File: src/design/bmg_pkg.sv
// Shared types, constants and a helper function of the Gaussian sample unit.
package bmg_pkg;

    localparam int LOG_FRAC    = 28;
    localparam int LOG_W       = 5 + LOG_FRAC;
    localparam int COS_TERMS   = 12;
    localparam int SQRT_STEPS  = 32;

    localparam logic [29:0] LN2_Q30    = 30'd744261118;
    localparam logic [31:0] TWO_PI_Q29 = 32'd3373259426;

    // Stage counts of each path
    localparam int LOG2_LAT   = LOG_FRAC + 1;
    localparam int COS_LAT    = 5 + 3 * COS_TERMS + 1;
    localparam int RAD_LAT    = LOG2_LAT + 2 + SQRT_STEPS;
    localparam int ALIGN_LAT  = RAD_LAT - COS_LAT;
    localparam int RESULT_LAT = RAD_LAT + 2;

    // Control that travels with each word down the radius path
    typedef struct packed {
        logic valid;
        logic zero;
    } bmg_ctl_t;

    // Fixed-point log2 in Q.28, evaluated at elaboration for the full-scale code
    function automatic logic [LOG_W-1:0] log2_q28(input logic [31:0] v);
        logic [4:0]          e;
        logic [63:0]         m;
        logic [LOG_FRAC-1:0] frac;
        e    = '0;
        frac = '0;
        for (int i = 0; i < 32; i++)
        begin
            if (v[i])
            begin
                e = 5'(i);
            end
        end
        m = 64'(v) << (5'd31 - e);
        for (int i = 0; i < LOG_FRAC; i++)
        begin
            m    = (m * m) >> 31;
            frac = {frac[LOG_FRAC-2:0], 1'b0};
            if (m[32])
            begin
                frac[0] = 1'b1;
                m       = m >> 1;
            end
        end
        return {e, frac};
    endfunction

endpackage

File: src/design/bmg_sqrt.sv
// Pipelined integer square root, one result bit resolved per stage.
module bmg_sqrt (
    input  logic              clk,
    input  logic              rst_n,
    input  bmg_pkg::bmg_ctl_t ctl_in,
    input  logic [61:0]       radicand,
    output bmg_pkg::bmg_ctl_t ctl_out,
    output logic [30:0]       root
);
    import bmg_pkg::*;

    bmg_ctl_t    ctl_reg [0:SQRT_STEPS-1];
    logic [63:0] rem_reg [0:SQRT_STEPS-1];
    logic [63:0] res_reg [0:SQRT_STEPS-1];

    for (genvar g = 0; g < SQRT_STEPS; g++)
    begin : g_step
        localparam logic [63:0] BIT = 64'd1 << (62 - 2 * g);

        bmg_ctl_t    ctl_in_s;
        logic [63:0] rem_in;
        logic [63:0] res_in;
        logic [63:0] trial;
        logic        take;
        logic [63:0] rem_next;
        logic [63:0] res_next;

        if (g == 0)
        begin : g_first
            assign ctl_in_s = ctl_in;
            assign rem_in   = 64'(radicand);
            assign res_in   = '0;
        end
        else
        begin : g_rest
            assign ctl_in_s = ctl_reg[g-1];
            assign rem_in   = rem_reg[g-1];
            assign res_in   = res_reg[g-1];
        end

        // Subtract the trial value when it fits and set this root bit
        assign trial    = res_in + BIT;
        assign take     = rem_in >= trial;
        assign rem_next = take ? rem_in - trial : rem_in;
        assign res_next = take ? (res_in >> 1) + BIT : res_in >> 1;

        always_ff @(posedge clk or negedge rst_n)
        begin
            if (!rst_n)
            begin
                ctl_reg[g] <= '0;
            end
            else
            begin
                ctl_reg[g] <= ctl_in_s;
            end
        end

        always_ff @(posedge clk)
        begin
            rem_reg[g] <= rem_next;
            res_reg[g] <= res_next;
        end
    end

    assign ctl_out = ctl_reg[SQRT_STEPS-1];
    assign root    = res_reg[SQRT_STEPS-1][30:0];

endmodule

File: config.mk
export PLATFORM = sky130hd
export DESIGN_NAME = bmg_sqrt
export DESIGN_NICKNAME = d
export VERILOG_FILES = /design/src/design/bmg_pkg.sv /design/src/design/bmg_sqrt.sv
export SDC_FILE = /design/constraint.sdc
export NUM_CORES = 2
export LEC_CHECK = 0
export BUFFER_PORTS_ARGS = -buffer_cell sky130_fd_sc_hd__buf_4
export CORE_MARGIN = 5
export CORE_UTILIZATION = 60
export DETAILED_ROUTE_END_ITERATION = 8
export PLACE_DENSITY = 0.76
export SLEW_MARGIN = 30
export SYNTH_ARGS = -nofsm -noshare
export SYNTH_HDL_FRONTEND = slang
export SYNTH_SLANG_ARGS = --single-unit
File: constraint.sdc
create_clock -name clk -period 3.9 [get_ports clk]
set_input_delay 0.195 -clock clk [delete_from_list [all_inputs] [get_ports clk]]
set_output_delay 0.195 -clock clk [all_outputs]
set_load 0.005 [all_outputs]
-- Word level (Yosys, flattened, before mapping)
Memories as Yosys holds them, arrays and structs flattened.
Index checks and enable logic that the tools add are counted.
- mux-type cells: 64
- $lt $le $gt $ge: 32
- $add $sub $neg: 94
- operators by type and width (kind ; number):
    $mux 64 ; 63
    $ge 64x64->1 ; 31
    $sub 64x64->64 ; 31
    $add 63x1->64 const B ; 1
    $add 63x11->64 const B ; 1
    $add 63x13->64 const B ; 1
    $add 63x15->64 const B ; 1
    $add 63x17->64 const B ; 1
    $add 63x19->64 const B ; 1
    $add 63x21->64 const B ; 1
    $add 63x23->64 const B ; 1
    $add 63x25->64 const B ; 1
    $add 63x27->64 const B ; 1
    $add 63x29->64 const B ; 1
    $add 63x3->64 const B ; 1
    $add 63x31->64 const B ; 1
    $add 63x33->64 const B ; 1
    $add 63x35->64 const B ; 1
    $add 63x37->64 const B ; 1
    $add 63x39->64 const B ; 1
    $add 63x41->64 const B ; 1
    $add 63x43->64 const B ; 1
    $add 63x45->64 const B ; 1
    $add 63x47->64 const B ; 1
    44 further kinds ; 44
- input port bits: 66
- register bits after elaboration: 64
- output and inout bits: 33
- word-level logic and storage cells: 256
- RAM bits: 4096
- memories: 2
- memories (memory ; depth ; bits a word ; read ports ; clocked after Yosys merged registers in ; wr ports ; line ; text):
    rem_reg ; 32 ; 64 ; 31 ; 0 ; 32 ; bmg_sqrt.sv:13 ; logic [63:0] rem_reg [0:SQRT_STEPS-1];
    res_reg ; 32 ; 64 ; 32 ; 0 ; 32 ; bmg_sqrt.sv:14 ; logic [63:0] res_reg [0:SQRT_STEPS-1];

-- Logic depth before layout (Yosys ltp)
An unclocked memory read counts as a cell.
- word-level depth: 4
- mapped depth: 14
- mapped depth without buffers: 12

-- Worst setup path after synthesis
Ideal clock, no wire load.
- path kind: register to register
- start point: memory res_reg[24][27]
- end point: memory rem_reg[25][60] (netlist: rem_reg[12][124])
- stages on the path, launching flop included: 13
- data required time: 3782 ps
- data arrival time: 3357 ps
- clock period less this slack: 3475 ps
- library setup time: 118 ps
- setup slack: 425 ps
- buffers on the path: 1
- cell sequence: dfxtp_1 inv_1 ha_1 buf_4 nand4_2 or4_1 or4_1 o211a_1 or3b_1 a31oi_4 or3b_4 or4_4 xnor2_1
- RTL lines (item ; line):
    start: declaration ; bmg_sqrt.sv:14
    end: declaration ; bmg_sqrt.sv:13

==> flow_metrics.py <==
metrics = {
    "status": {
        "status": "finished clean",
    },
    "min_path": {
        "hold_path_class": "flip-flop to flip-flop",
        "holdCritStartpoint": "rem_reg[12][72]",
    },
    "setup_path": {
        "critPathBufInv": 2,
        "r2r_cells": 10,
        "r2r_end": "rem_reg[14][90]",
        "worst_ep_arrival_time_ps": 4410,
        "rrSetupSlack_ps": 160,
        "crit_family": "simple AND/OR/NAND/NOR gates",
        "crit_chain": "inv_1 > ha_1 > or4b_2 > nor4_1 > nand4b_1 > o31a_1 > o211ai_1 > or2_2 > buf_12 > mux2_2",
        "cp.required_ps": 4560,
        "cp.depth": 10,
        "reg2reg_from": "res_reg[28][6]",
        "cp-end-kind": "flip-flop",
        "crit_path_start": "res_reg[28][6]",
        "critPathCapture": "rem_reg[14][90]",
        "critPathKind": "flip-flop to flip-flop",
        "slowest_delay_ps": 610,
        "slowest_stage": "or4b_2",
        "crit_fanout": 46,
        "critPathLaunchType": "flip-flop",
    },
    "timing": {
        "finalSetupViolations": 0,
        "fin_crit_sh": 0.960,
        "relSlewSlack": 0.308,
        "max_freq_mhz": 267,
        "clock_skew_ps": 149,
        "finalMaxSlewViolations": 0,
        "finalHoldViolations": 0,
        "fin_crit_ps": 3740,
        "worstMarginPinSlew_ps": 1030,
        "layout_setup_ws_ps": 156,
        "holdWs_ps": 260,
    },
    "global_route": {
        "overflow": 0,
        "antenna_found_initial": 10,
        "grt_use_total": 0.286,
        "grt_pass1_vias": 68797,
        "grt_pass1_wl_mm": 383,
        "grt_start_max_net_pins": 65,
    },
    "clocking": {
        "h-tree-depth": 4,
        "clkTransAtPathRegs_ps": 70,
        "clock_path_buffers": 3,
        "cts_root_buf": "clkbuf_16",
        "cts_tree": "done",
        "clock_latency_ps": 930,
        "cts_sinks": 2541,
        "cts_buffers": 238,
    },
    "logic_synthesis": {
        "synth_edf_count": 0,
        "synth_cells": 9390,
        "syn_avg_cell_area_sq_um": 10.1,
        "synth_fp_nets": 9981,
        "ys.flop_type": "dfxtp_1",
        "ys_seq_elements": 2541,
        "synth_area_sq_um": 94800,
        "synth_cell_types": 99,
        "ys_seq_area_frac": 0.540,
        "yosysWarnings": 0,
        "async_reset_ff_frac": 0.0252,
    },
    "layout": {
        "area_growth_pct": 14.7,
        "largest_register_ffs": 1981,
        "final_cell_mix": "dfxtp_1, inv_1, nor2_1",
        "drive_gt1_frac": 0.0821,
        "final_common_cell": "dfxtp_1",
        "fin_util": 0.689,
        "nets": 10392,
        "postLayoutCellArea_sq_um": 109000,
    },
    "place": {
        "gp_congestion": 0.938,
        "portBuffers": 98,
        "dp_slack_ps": 21.5,
        "dp.final_hpwl_mm": 178,
        "place_area_sq_um": 98500,
    },
    "die": {
        "dieArea_sq_um": 166000,
        "core-area_sq_um": 158000,
        "die_w_um": 408,
        "rows": 146,
        "pin_count": 99,
        "start_util": 0.601,
        "die_y_um": 408,
    },
    "routing": {
        "dr.pass1.iters": 8,
        "ant_nets": 0,
        "first_iter_violations": 5703,
        "wl_mm": 245,
        "vias": 69434,
        "viasPerCell": 5.74,
        "wire_per_inst_um": 20.3,
        "post-route-drc-count": 0,
    },
    "run": {
        "cap_violations": 0,
    },
    "pwr": {
        "powerDensity_nw_per_um2": 725,
        "ir_worst_vdd_mv": 0.607,
        "leakage_nw": 49.7,
    },
}
cell type report:
cell class,instances,area [sq um]
antenna,7,17.5
fill,11568,49100
inverter,682,2560
timing repair buffer,346,3010
tap,2072,2590
clock inverter,134,2200
sequential,2541,51200
clock buffer,313,6680
multi-input combinational,5992,40500
per-stage QoR:
step	cells	setup TNS, ps	power, mW
2_1_floorplan	9390	0	47.5
3_3_place_gp	11501	0	52.8
3_5_place_dp	11501	0	53.1
4_1_cts	12079	0	78.6
5_1_grt	12080	-36.4	82.6
6_report	12087	0	78.8
worst min-delay path by stage:
stage                      to  slack (ps)  cells after the start
2_1_floorplan      ctl_out[0]        -100                      0
3_3_place_gp       ctl_out[1]         290                      1
3_5_place_dp   rem_reg[0][20]         300                      1
4_1_cts        rem_reg[13][8]         250                      0
5_1_grt        rem_reg[13][8]         260                      0
6_report       rem_reg[13][8]         260                      0
metal layers:
layer  vias to the layer above  share of wire  global-route usage
met5                         -        0.00027             0.00230
met2                      2098           0.48               0.494
met1                     33232           0.42               0.368
met4                         4          0.031              0.0863
li1                      33599              -                   -
met3                       501          0.062              0.0485
Yosys cell counts (113+ instances only):
cell	number	area share
a21o_1	201	0.016
a21oi_1	577	0.030
clkbuf_1	142	0.0056
dfxtp_1	2477	0.52
ha_1	525	0.069
inv_1	676	0.027
nand2_1	560	0.022
nand2b_1	113	0.0075
nand3_1	162	0.0085
nand4_1	158	0.010
nor2_1	594	0.024
nor3_1	293	0.015
nor4_1	350	0.023
o21ai_0	429	0.023
or3_1	117	0.0077
xnor2_1	455	0.042
xor2_1	409	0.038
kinds of logic after synthesis:
family | share of synthesized area
AOI/OAI and AO/OA | 0.113
xor gates and xnor gates | 0.0798
adders and majority gates | 0.0693
buffers and inverters | 0.0344
DFF | 0.540
muxes | 0.0112
and+or+nand+nor | 0.153
repair_timing:
| item | in CTS | in global routing |
|---|---|---|
| cloned | 0 | 0 |
| endpoints found under the setup margin | 1 | 39 |
| pin swaps | 0 | 3 |
| setup buffers | 0 | 1 |
| resized for setup | 1 | 18 |
| hold buffers | 131 | 0 |
| hold endpoints to repair | 128 | 0 |
power by group:
| part | switching (mW) | leakage [nW] | internal [mW] |
|---|---|---|---|
| sequential | 5.20 | 21.5 | 31.5 |
| clock | 10.5 | 4.31 | 15.0 |
| combinational | 9.24 | 23.9 | 7.41 |
Power figures use the tool's default switching activity.
